**src/sv/chained_range_remap_top_macros.svh**
```systemverilog
// assertion macros for the chained range remap block
// used by modules that check their own logic; needs clk and arst_n in scope
`ifndef CHAINED_RANGE_REMAP_TOP_MACROS_SVH
`define CHAINED_RANGE_REMAP_TOP_MACROS_SVH

`ifndef SYNTH
// property checked on every clock edge outside reset
`define CRR_ASSERT(lbl, prop) \
	lbl: assert property (@(posedge clk) disable iff (!arst_n) prop) \
		else $error("crr assertion failed");
// property checked on every clock edge, reset included
`define CRR_ASSERT_ALWAYS(lbl, prop) \
	lbl: assert property (@(posedge clk) prop) \
		else $error("crr assertion failed");
`else
`define CRR_ASSERT(lbl, prop)
`define CRR_ASSERT_ALWAYS(lbl, prop)
`endif

`endif

```
**src/sv/crr_pkg.sv**
```systemverilog
// shared types for the chained range remap block
// no dependencies; imported by the front, queue, back and top modules of the block
package crr_pkg;

	localparam int WORD_W  = 32;
	localparam int STAGE_W = 3;

	// input kind codes
	localparam logic [1:0] KIND_CLEAR = 2'd0;
	localparam logic [1:0] KIND_LOAD  = 2'd1;
	localparam logic [1:0] KIND_XLATE = 2'd2;
	localparam logic [1:0] KIND_SPARE = 2'd3;

	// one input transaction
	typedef struct packed {
		logic [1:0]         kind;
		logic [STAGE_W-1:0] stage;
		logic [WORD_W-1:0]  dest_start;
		logic [WORD_W-1:0]  src_start;
		logic [WORD_W-1:0]  span;
		logic [WORD_W-1:0]  value;
	} item_t;

	// one result transaction
	typedef struct packed {
		logic [WORD_W-1:0] final_value;
		logic [WORD_W-1:0] lowest;
	} result_t;

	// classified operation handed from front to back
	typedef enum logic [1:0] {
		OP_CLEAR,
		OP_LOAD,
		OP_XLATE
	} op_t;

	typedef struct packed {
		op_t                op;
		logic [STAGE_W-1:0] stage;
		logic [WORD_W-1:0]  dest_start;
		logic [WORD_W-1:0]  src_start;
		logic [WORD_W-1:0]  span;
		logic [WORD_W-1:0]  value;
	} cmd_t;

	// one stored range
	typedef struct packed {
		logic [WORD_W-1:0] dest;
		logic [WORD_W-1:0] src;
		logic [WORD_W-1:0] len;
	} range_entry_t;

endpackage

```
**src/sv/crr_queue.sv**
```systemverilog
// short command queue between front and back end
// depends on crr_pkg for the command type
module crr_queue import crr_pkg::*; #(
	parameter int DEPTH = 4
) (
	input  logic clk,
	input  logic arst_n,
	input  logic push_valid,
	output logic push_stall,
	input  cmd_t push_data,
	input  logic pop,
	output logic empty,
	output cmd_t pop_data
);

	localparam int PW = DEPTH > 1 ? $clog2(DEPTH) : 1;
	localparam int NW = $clog2(DEPTH + 1);
	localparam logic [PW-1:0] LAST_SLOT = PW'(DEPTH - 1);
	localparam logic [NW-1:0] FULL_FILL = NW'(DEPTH);

	cmd_t          slot_q [DEPTH];
	logic [PW-1:0] wr_ptr_q;
	logic [PW-1:0] rd_ptr_q;
	logic [NW-1:0] fill_q;
	logic          do_push;
	logic          do_pop;

	assign push_stall = fill_q == FULL_FILL;
	assign empty      = fill_q == '0;
	assign do_push    = push_valid && !push_stall;
	assign do_pop     = pop && !empty;
	assign pop_data   = slot_q[rd_ptr_q];

	// pointers and fill level
	always_ff @(posedge clk or negedge arst_n) begin
		if (!arst_n) begin
			wr_ptr_q <= '0;
			rd_ptr_q <= '0;
			fill_q   <= '0;
		end else begin
			if (do_push) begin
				wr_ptr_q <= (wr_ptr_q == LAST_SLOT) ? '0 : wr_ptr_q + PW'(1);
			end
			if (do_pop) begin
				rd_ptr_q <= (rd_ptr_q == LAST_SLOT) ? '0 : rd_ptr_q + PW'(1);
			end
			if (do_push && !do_pop) begin
				fill_q <= fill_q + NW'(1);
			end else if (do_pop && !do_push) begin
				fill_q <= fill_q - NW'(1);
			end
		end
	end

	// storage
	always_ff @(posedge clk) begin
		if (do_push) begin
			slot_q[wr_ptr_q] <= push_data;
		end
	end

endmodule

```
**config.mk**
```make
export PLATFORM = sky130hd
export DESIGN_NAME = crr_queue
export DESIGN_NICKNAME = d
export VERILOG_FILES = /design/src/sv/chained_range_remap_top_macros.svh /design/src/sv/crr_pkg.sv /design/src/sv/crr_queue.sv
export SDC_FILE = /design/constraint.sdc
export NUM_CORES = 1
export LEC_CHECK = 0
export ABC_AREA = 1
export BUFFER_PORTS_ARGS = -buffer_cell sky130_fd_sc_hd__buf_2
export CAP_MARGIN = 20
export CORE_ASPECT_RATIO = 0.5
export CORE_MARGIN = 2
export CORE_UTILIZATION = 40
export CTS_CLUSTER_SIZE = 10
export DETAILED_ROUTE_END_ITERATION = 16
export PLACE_DENSITY = 0.69
export SLEW_MARGIN = 20
export SYNTH_ARGS = -nofsm -noshare
export SYNTH_HDL_FRONTEND = slang
export SYNTH_SLANG_ARGS = --single-unit
```
**constraint.sdc**
```tcl
create_clock -name clk -period 6.2 [get_ports clk]
set_input_delay 0.93 -clock clk [delete_from_list [all_inputs] [get_ports clk]]
set_output_delay 0.93 -clock clk [all_outputs]
set_load 0.01 [all_outputs]
```
==> results.json, run 1 <==
{
  "run_status": "finished, final reports clean",
  "die_w_um": 334,
  "total_number_of_vias": 12600,
  "cts-root-buf": "sky130_fd_sc_hd__clkbuf_16",
  "design.portCount": 272,
  "clock_tree_from_tritoncts": "done",
  "internal_power_w": 0.00785,
  "post_synth_inst_count": 1612,
  "synth.cell_area_um2": 21800,
  "place_worst_setup_slack_ns": 2.92,
  "pwr-share-seq": 0.421,
  "synth_fa_ha_area_frac": 0.00436,
  "post-place-cells": 2527,
  "gr-usage-all-layers": 0.155,
  "synth.ff_latch_count": 539,
  "grt_pass1_wl_um": 68600,
  "comb_power_share": 0.323,
  "finish.cell_count_without_fillers": 2629,
  "crit_path_max_incr_delay_ns": 1.04,
  "finalWorstPathRequiredPeriod_ns": 3.92,
  "syn_area_per_cell_um2": 13.5,
  "synth_edf_count": 532,
  "switchingPower_w": 0.00421,
  "layout_worst_path_cycle_share": 0.632,
  "power.ir.vdd_worst_v": 0.000396,
  "numCtsBuffers": 60,
  "post-cts-setup-buffer-count": 0,
  "clk_pin_slew_ns": 0.06,
  "cp_data_arrival_time_ns": 2.99,
  "tightestPinTransition_ns": 1.05,
  "synth_compound_area_frac": 0.105,
  "worst_path_most_repeated_cell": "sky130_fd_sc_hd__nand2_1",
  "die_height_um": 169,
  "cap_violations": 0,
  "min-delay-path-class": "in -> async",
  "timing.final.setup_violations": 0,
  "layout.nets": 2020,
  "synth_top_cells_by_area": "sky130_fd_sc_hd__edfxtp_1 73%, sky130_fd_sc_hd__o211ai_1 7.2%, sky130_fd_sc_hd__nand2_1 7.1%, sky130_fd_sc_hd__inv_1 4.8%, sky130_fd_sc_hd__o211ai_2 3.2%",
  "synth_top_area_share": 0.732,
  "crit_required_ns": 5.27,
  "via_count_of_the_first_global_routing_pass": 12400,
  "timing_hold_violations_final": 0,
  "synth.area.mux_share": 0,
  "detail_route.iter0.violations": 728,
  "largest_family_of_logic_cells_by_synthesized_area": "compound AO/OA/AOI/OAI gates",
  "buffer_ports.inserted": 271,
  "synth_largest_area_cell": "sky130_fd_sc_hd__edfxtp_1",
  "htree_levels": 2,
  "power.density_nw_per_um2": 475,
  "syn2layout_area_growth_pct": 16.3,
  "synthesis.yosys.warnings": 0,
  "cp_cell_sequence": "buf_4 -> nand2_1 -> o211ai_1 -> nand2_1 -> buf_2",
  "timing.critical_path.to_type": "output pin",
  "max_freq_mhz": 255,
  "detail_route.wl_per_cell_um": 17.2,
  "num_rows": 60,
  "antenna_found_initial": 10,
  "post_synth_and_or_nand_nor_area_fraction": 0.0742,
  "routed_wire_length_um": 45300,
  "cts_hold_buf": 0,
  "detail_route.vias_per_cell": 4.80,
  "core_area_um2": 53800,
  "grt_start_max_net_pins": 178,
  "rsz_0062_raised_after_global_routing": "false",
  "synth_xor_xnor_area_share": 0.000401,
  "synth_flop_cell": "sky130_fd_sc_hd__edfxtp_1",
  "globalRouteOverflowTotal": 0,
  "dp_hpwl_um": 26800,
  "synth_common_cells": "532 x sky130_fd_sc_hd__edfxtp_1, 414 x sky130_fd_sc_hd__nand2_1, 281 x sky130_fd_sc_hd__inv_1",
  "drive_gt1_frac": 0.218,
  "worst_path_max_delay_cell": "sky130_fd_sc_hd__dfrtp_4",
  "die_area_um2": 56500,
  "synthesis.nets": 1756,
  "power.share.clock": 0.256,
  "cp-start-kind": "register",
  "n_fill_cell": 4565,
  "max_slew_headroom": 0.299,
  "routabilityCongestion": 0.739,
  "setup_ws_ns": 2.28,
  "final-max-slew-violation-count": 0,
  "synthMostInstantiatedCell": "sky130_fd_sc_hd__edfxtp_1",
  "floorplan.initialDensity": 0.405,
  "drc": 0,
  "cellLeakagePower_nw": 9.95,
  "netlist-cell-type-count": 19,
  "clock_path_buffers": 3,
  "cp_max_fo": 93,
  "synth-async-reset-ratio": 0.0130,
  "clock_sink_count": 539,
  "placedInstanceArea_um2": 23700,
  "worstSkewPairLatency_ns": 0.58,
  "setup.worst_path.class": "reg -> out",
  "cell_area_after_layout_um2": 25400,
  "first_pass_iters": 5,
  "cts.repair.resized": 0,
  "fin_skew_ns": 0.00989,
  "power_switching_share": 0.349,
  "yosysSeqAreaShare": 0.740,
  "drtAntennaViolNets": 0
}
-- path summary, 6_finish.rpt --
path / start / endpoint / slack [ns] / cells past startpoint
setup reg to reg: fill_q[0]$_DFFE_PN0P_ / slot_q[0][5]$_DFFE_PP_ / 3.75 / 5
setup / recovery: rd_ptr_q[0]$_DFFE_PN0P_ / pop_data[106] / 2.28 / 5
hold reg to reg: fill_q[2]$_DFFE_PN0P_ / fill_q[2]$_DFFE_PN0P_ / 0.52 / 2
min in group clk: fill_q[2]$_DFFE_PN0P_ / fill_q[2]$_DFFE_PN0P_ / 0.52 / 2
max in group asynchronous: arst_n / rd_ptr_q[0]$_DFFE_PN0P_ / 5.82 / 1
hold / removal: arst_n / fill_q[2]$_DFFE_PN0P_ / 0.18 / 1
-- sequential cells by signal, summed over array words and instances, names as in the netlist --
register / cells
rd_ptr_q: 2
slot_q: 532
wr_ptr_q: 2
fill_q: 3
-- cell type report --
class,count,area (µm²),share of cell area
Sequential cell,539,16200,0.637
Timing Repair Buffer,290,1540,0.0606
Multi-Input combinational cell,703,4030,0.159
Clock buffer,89,1630,0.0643
Inverter,282,1060,0.0418
Clock inverter,4,36.3,0.00143
Tap cell,713,892,0.0352
Antenna cell,9,22.5,0.000888
-- worst max-delay path: cells and delay by family, from the launching register on --
| kind | cells | cell delay, ns |
|---|---|---|
| AOI/OAI and AO/OA | 1 | 0.12 |
| buffers and inverters | 2 | 0.90 |
| DFF | 1 | 1.04 |
| and+or+nand+nor | 2 | 0.26 |
-- logic make-up (layout without fill, tap and decap cells) --
family,after synthesis,count (layout)
buffers and inverters,370,665
xor gates and xnor gates,1,1
other,0,9
adders and majority gates,7,7
AOI/OAI and AO/OA,267,267
and+or+nand+nor,428,428
DFF,539,539
-- layer usage --
layer  wire (µm)  track usage  up-vias
li1            -            -     6140
met3        1320       0.0239       92
met4        1540       0.0644        0
met5           0            0        -
met2       25300        0.300      203
met1       17200        0.170     6189
-- placed cells by master (no fill, tap or decap) --
cell,Yosys,layout
sky130_fd_sc_hd__edfxtp_1,532,532
sky130_fd_sc_hd__nand2_1,414,414
sky130_fd_sc_hd__inv_1,281,281
sky130_fd_sc_hd__buf_2,36,271
sky130_fd_sc_hd__o211ai_1,210,210
sky130_fd_sc_hd__clkbuf_16,0,61
sky130_fd_sc_hd__o211ai_2,56,56
sky130_fd_sc_hd__clkbuf_1,8,28
sky130_fd_sc_hd__buf_4,26,16
sky130_fd_sc_hd__diode_2,0,9
sky130_fd_sc_hd__nand3_1,7,7
sky130_fd_sc_hd__ha_1,6,6
sky130_fd_sc_hd__dfrtp_1,7,5
sky130_fd_sc_hd__nor2_4,0,4
sky130_fd_sc_hd__buf_12,0,3
sky130_fd_sc_hd__nor2_1,6,2
sky130_fd_sc_hd__clkinv_1,0,2
sky130_fd_sc_hd__dfrtp_4,0,2
sky130_fd_sc_hd__inv_4,1,1
sky130_fd_sc_hd__o21ai_0,1,1
sky130_fd_sc_hd__xnor2_1,1,1
sky130_fd_sc_hd__nand4_1,1,1
sky130_fd_sc_hd__fa_1,1,1
sky130_fd_sc_hd__inv_16,0,1
sky130_fd_sc_hd__clkinv_4,0,1
-- per-stage QoR --
| stage | hold WS (ns) | utilization | setup TNS [ns] | power [W] |
|---|---|---|---|---|
| floorplan | 0.463 | - | -545.83 | 0.00788 |
| global placement | 0.490 | 0.440 | 0 | 0.00902 |
| detailed placement | 0.512 | 0.440 | 0 | 0.00911 |
| CTS | 0.156 | 0.471 | 0 | 0.0122 |
| global route | 0.164 | 0.471 | 0 | 0.0127 |
| finish | 0.183 | 0.471 | 0 | 0.0121 |
-- power by group through the flow --
stage / registers, W / logic (W) / clock network [W]
detailed placement: 0.00514 / 0.00396 / 0
global route: 0.00514 / 0.00430 / 0.00330
finish: 0.00507 / 0.00389 / 0.00309
floorplan: 0.00513 / 0.00275 / 0
CTS: 0.00507 / 0.00398 / 0.00315
global placement: 0.00512 / 0.00390 / 0
Note: power is estimated with default switching activity, not from simulation.
==> run 2: changes to the inputs <==
Settings changed: PLACE_DENSITY 0.69 to 0.67.
Clock period 6.2 ns to 3.8 ns, I/O delays scaled along.
==> run 2 against run 1 <==
Compared with the run above: routed wire length is 0.88% lower; setup slack worse by 1.6 ns; clock-buffer cell count is 2 lower; final cell count stayed put; non-clock buffer count is 3 higher; first-iteration DRC count is 16% higher; flip-flop and latch count stayed put; critical path type unchanged; critical endpoint is now pop_data[114]; largest power group unchanged; highest routed layer is now met5.
==> results.json, run 2 (synthesis results as in run 1) <==
{
  "num_rows": 60,
  "power.ir.vdd_worst_v": 0.000571,
  "fin_skew_ns": 0.0105,
  "run_status": "finished, final reports clean",
  "power.density_nw_per_um2": 776,
  "worstSkewPairLatency_ns": 0.59,
  "internal_power_w": 0.0129,
  "final_common_cell": "sky130_fd_sc_hd__edfxtp_1",
  "routed_wire_length_um": 44900,
  "tightestPinTransition_ns": 0.905,
  "finish.cell_count_without_fillers": 2629,
  "timing_hold_violations_final": 0,
  "cts_hold_buf": 1,
  "numCtsBuffers": 60,
  "post-place-cells": 2529,
  "setup.worst_path.class": "reg -> out",
  "cp_max_fo": 44,
  "detail_route.iter0.violations": 843,
  "grt_start_max_net_pins": 102,
  "floorplan.initialDensity": 0.405,
  "drc": 0,
  "buffer_ports.inserted": 271,
  "die_height_um": 169,
  "grt_pass1_wl_um": 68200,
  "first_pass_iters": 5,
  "timing.final.setup_violations": 0,
  "power.share.clock": 0.254,
  "core_area_um2": 53800,
  "cts-root-buf": "sky130_fd_sc_hd__clkbuf_16",
  "clock_tree_from_tritoncts": "done",
  "comb_power_share": 0.330,
  "routabilityCongestion": 0.767,
  "detail_route.vias_per_cell": 4.76,
  "globalRouteOverflowTotal": 0,
  "gr-usage-all-layers": 0.156,
  "worst-r2r-setup-slack_ns": 1.51,
  "flip_flop_count_of_the_largest_register_after_layout": 532,
  "total_number_of_vias": 12500,
  "registers.top_by_ff_count": "slot_q",
  "clock_path_buffers": 3,
  "clk_pin_slew_ns": 0.06,
  "drtAntennaViolNets": 0,
  "design.portCount": 272,
  "crit_required_ns": 3.23,
  "clock_sink_count": 539,
  "detail_route.wl_per_cell_um": 17.1,
  "cp_data_arrival_time_ns": 2.58,
  "place_worst_setup_slack_ns": 1.26,
  "reg.largest.list": "slot_q x532, fill_q x3",
  "die_w_um": 334,
  "antenna_found_initial": 11,
  "drive_gt1_frac": 0.220,
  "final-max-slew-violation-count": 0,
  "final_cell_mix": "532 x sky130_fd_sc_hd__edfxtp_1, 414 x sky130_fd_sc_hd__nand2_1, 281 x sky130_fd_sc_hd__inv_1, 271 x sky130_fd_sc_hd__buf_2, 210 x sky130_fd_sc_hd__o211ai_1",
  "pwr-share-seq": 0.415,
  "layout.nets": 2023,
  "cap_violations": 0,
  "finalWorstPathRequiredPeriod_ns": 3.15,
  "switchingPower_w": 0.00687,
  "max_slew_headroom": 0.397,
  "cts.repair.resized": 0,
  "max_freq_mhz": 318,
  "cellLeakagePower_nw": 10.0,
  "layout_worst_path_cycle_share": 0.829,
  "cp-start-kind": "register",
  "dp_hpwl_um": 26400,
  "htree_levels": 2,
  "rsz_0062_raised_after_global_routing": "false",
  "die_area_um2": 56500,
  "post-cts-setup-buffer-count": 0,
  "syn2layout_area_growth_pct": 17.0,
  "min-delay-path-class": "in -> reg",
  "timing.critical_path.to_type": "output pin",
  "setup_ws_ns": 0.651,
  "via_count_of_the_first_global_routing_pass": 12200,
  "power_switching_share": 0.347
}
## run 2: layer usage
| metal | track usage | part of all wire | vias to the layer above |
|---|---|---|---|
| met4 | 0.0638 | 0.031 | 4 |
| met5 | 0 | 0.00051 | - |
| met2 | 0.294 | 0.55 | 183 |
| met3 | 0.0253 | 0.032 | 90 |
| met1 | 0.177 | 0.39 | 6091 |
| li1 | - | - | 6155 |
## run 2: worst paths after layout
path | to | cells past startpoint | startpoint
max | pop_data[114] | 5 | rd_ptr_q[1]$_DFFE_PN0P_
min reg2reg | fill_q[0]$_DFFE_PN0P_ | 1 | fill_q[0]$_DFFE_PN0P_
max reg2reg | slot_q[1][54]$_DFFE_PP_ | 5 | fill_q[1]$_DFFE_PN0P_
min in group asynchronous | wr_ptr_q[0]$_DFFE_PN0P_ | 2 | arst_n
min | slot_q[0][112]$_DFFE_PP_ | 1 | push_data[112]
max in group asynchronous | rd_ptr_q[0]$_DFFE_PN0P_ | 2 | arst_n
## run 2: through the flow
| step | TNS, ns | power [W] | hold slack [ns] | area [µm²] | util |
|---|---|---|---|---|---|
| after floorplan | -465.93 | 0.0127 | 0.274 | 21800 | - |
| after global placement | 0 | 0.0149 | 0.421 | 23800 | 0.443 |
| after detailed placement | 0 | 0.0150 | 0.410 | 23800 | 0.443 |
| after CTS | 0 | 0.0201 | 0.161 | 25500 | 0.474 |
| after global routing | 0 | 0.0209 | 0.171 | 25500 | 0.474 |
| final | 0 | 0.0198 | 0.199 | 25500 | 0.474 |
## run 2: cell type report
| class | instances | area (µm²) |
|---|---|---|
| clock inverter | 3 | 26.3 |
| tap | 713 | 892 |
| fill | 4595 | 28300 |
| timing repair buffer | 293 | 1690 |
| sequential | 539 | 16200 |
| inverter | 282 | 1060 |
| antenna | 9 | 22.5 |
| clock buffer | 87 | 1630 |
| multi-input combinational | 703 | 4030 |
## run 2: critical path: stages, from the launching register on
cell                       delay (ns)
sky130_fd_sc_hd__dfrtp_4         0.69
sky130_fd_sc_hd__inv_4           0.55
sky130_fd_sc_hd__buf_12          0.28
sky130_fd_sc_hd__o211ai_1        0.14
sky130_fd_sc_hd__nand2_1         0.09
sky130_fd_sc_hd__buf_2           0.15
## run 2: power by group through the flow
stage                     Sequential [W]  Combinational, W  Clock [W]
after global placement           0.00830           0.00661          0
final                            0.00822           0.00654    0.00504
after global routing             0.00831           0.00722    0.00538
after CTS                        0.00822           0.00671    0.00513
after detailed placement         0.00834           0.00668          0
after floorplan                  0.00826           0.00449          0
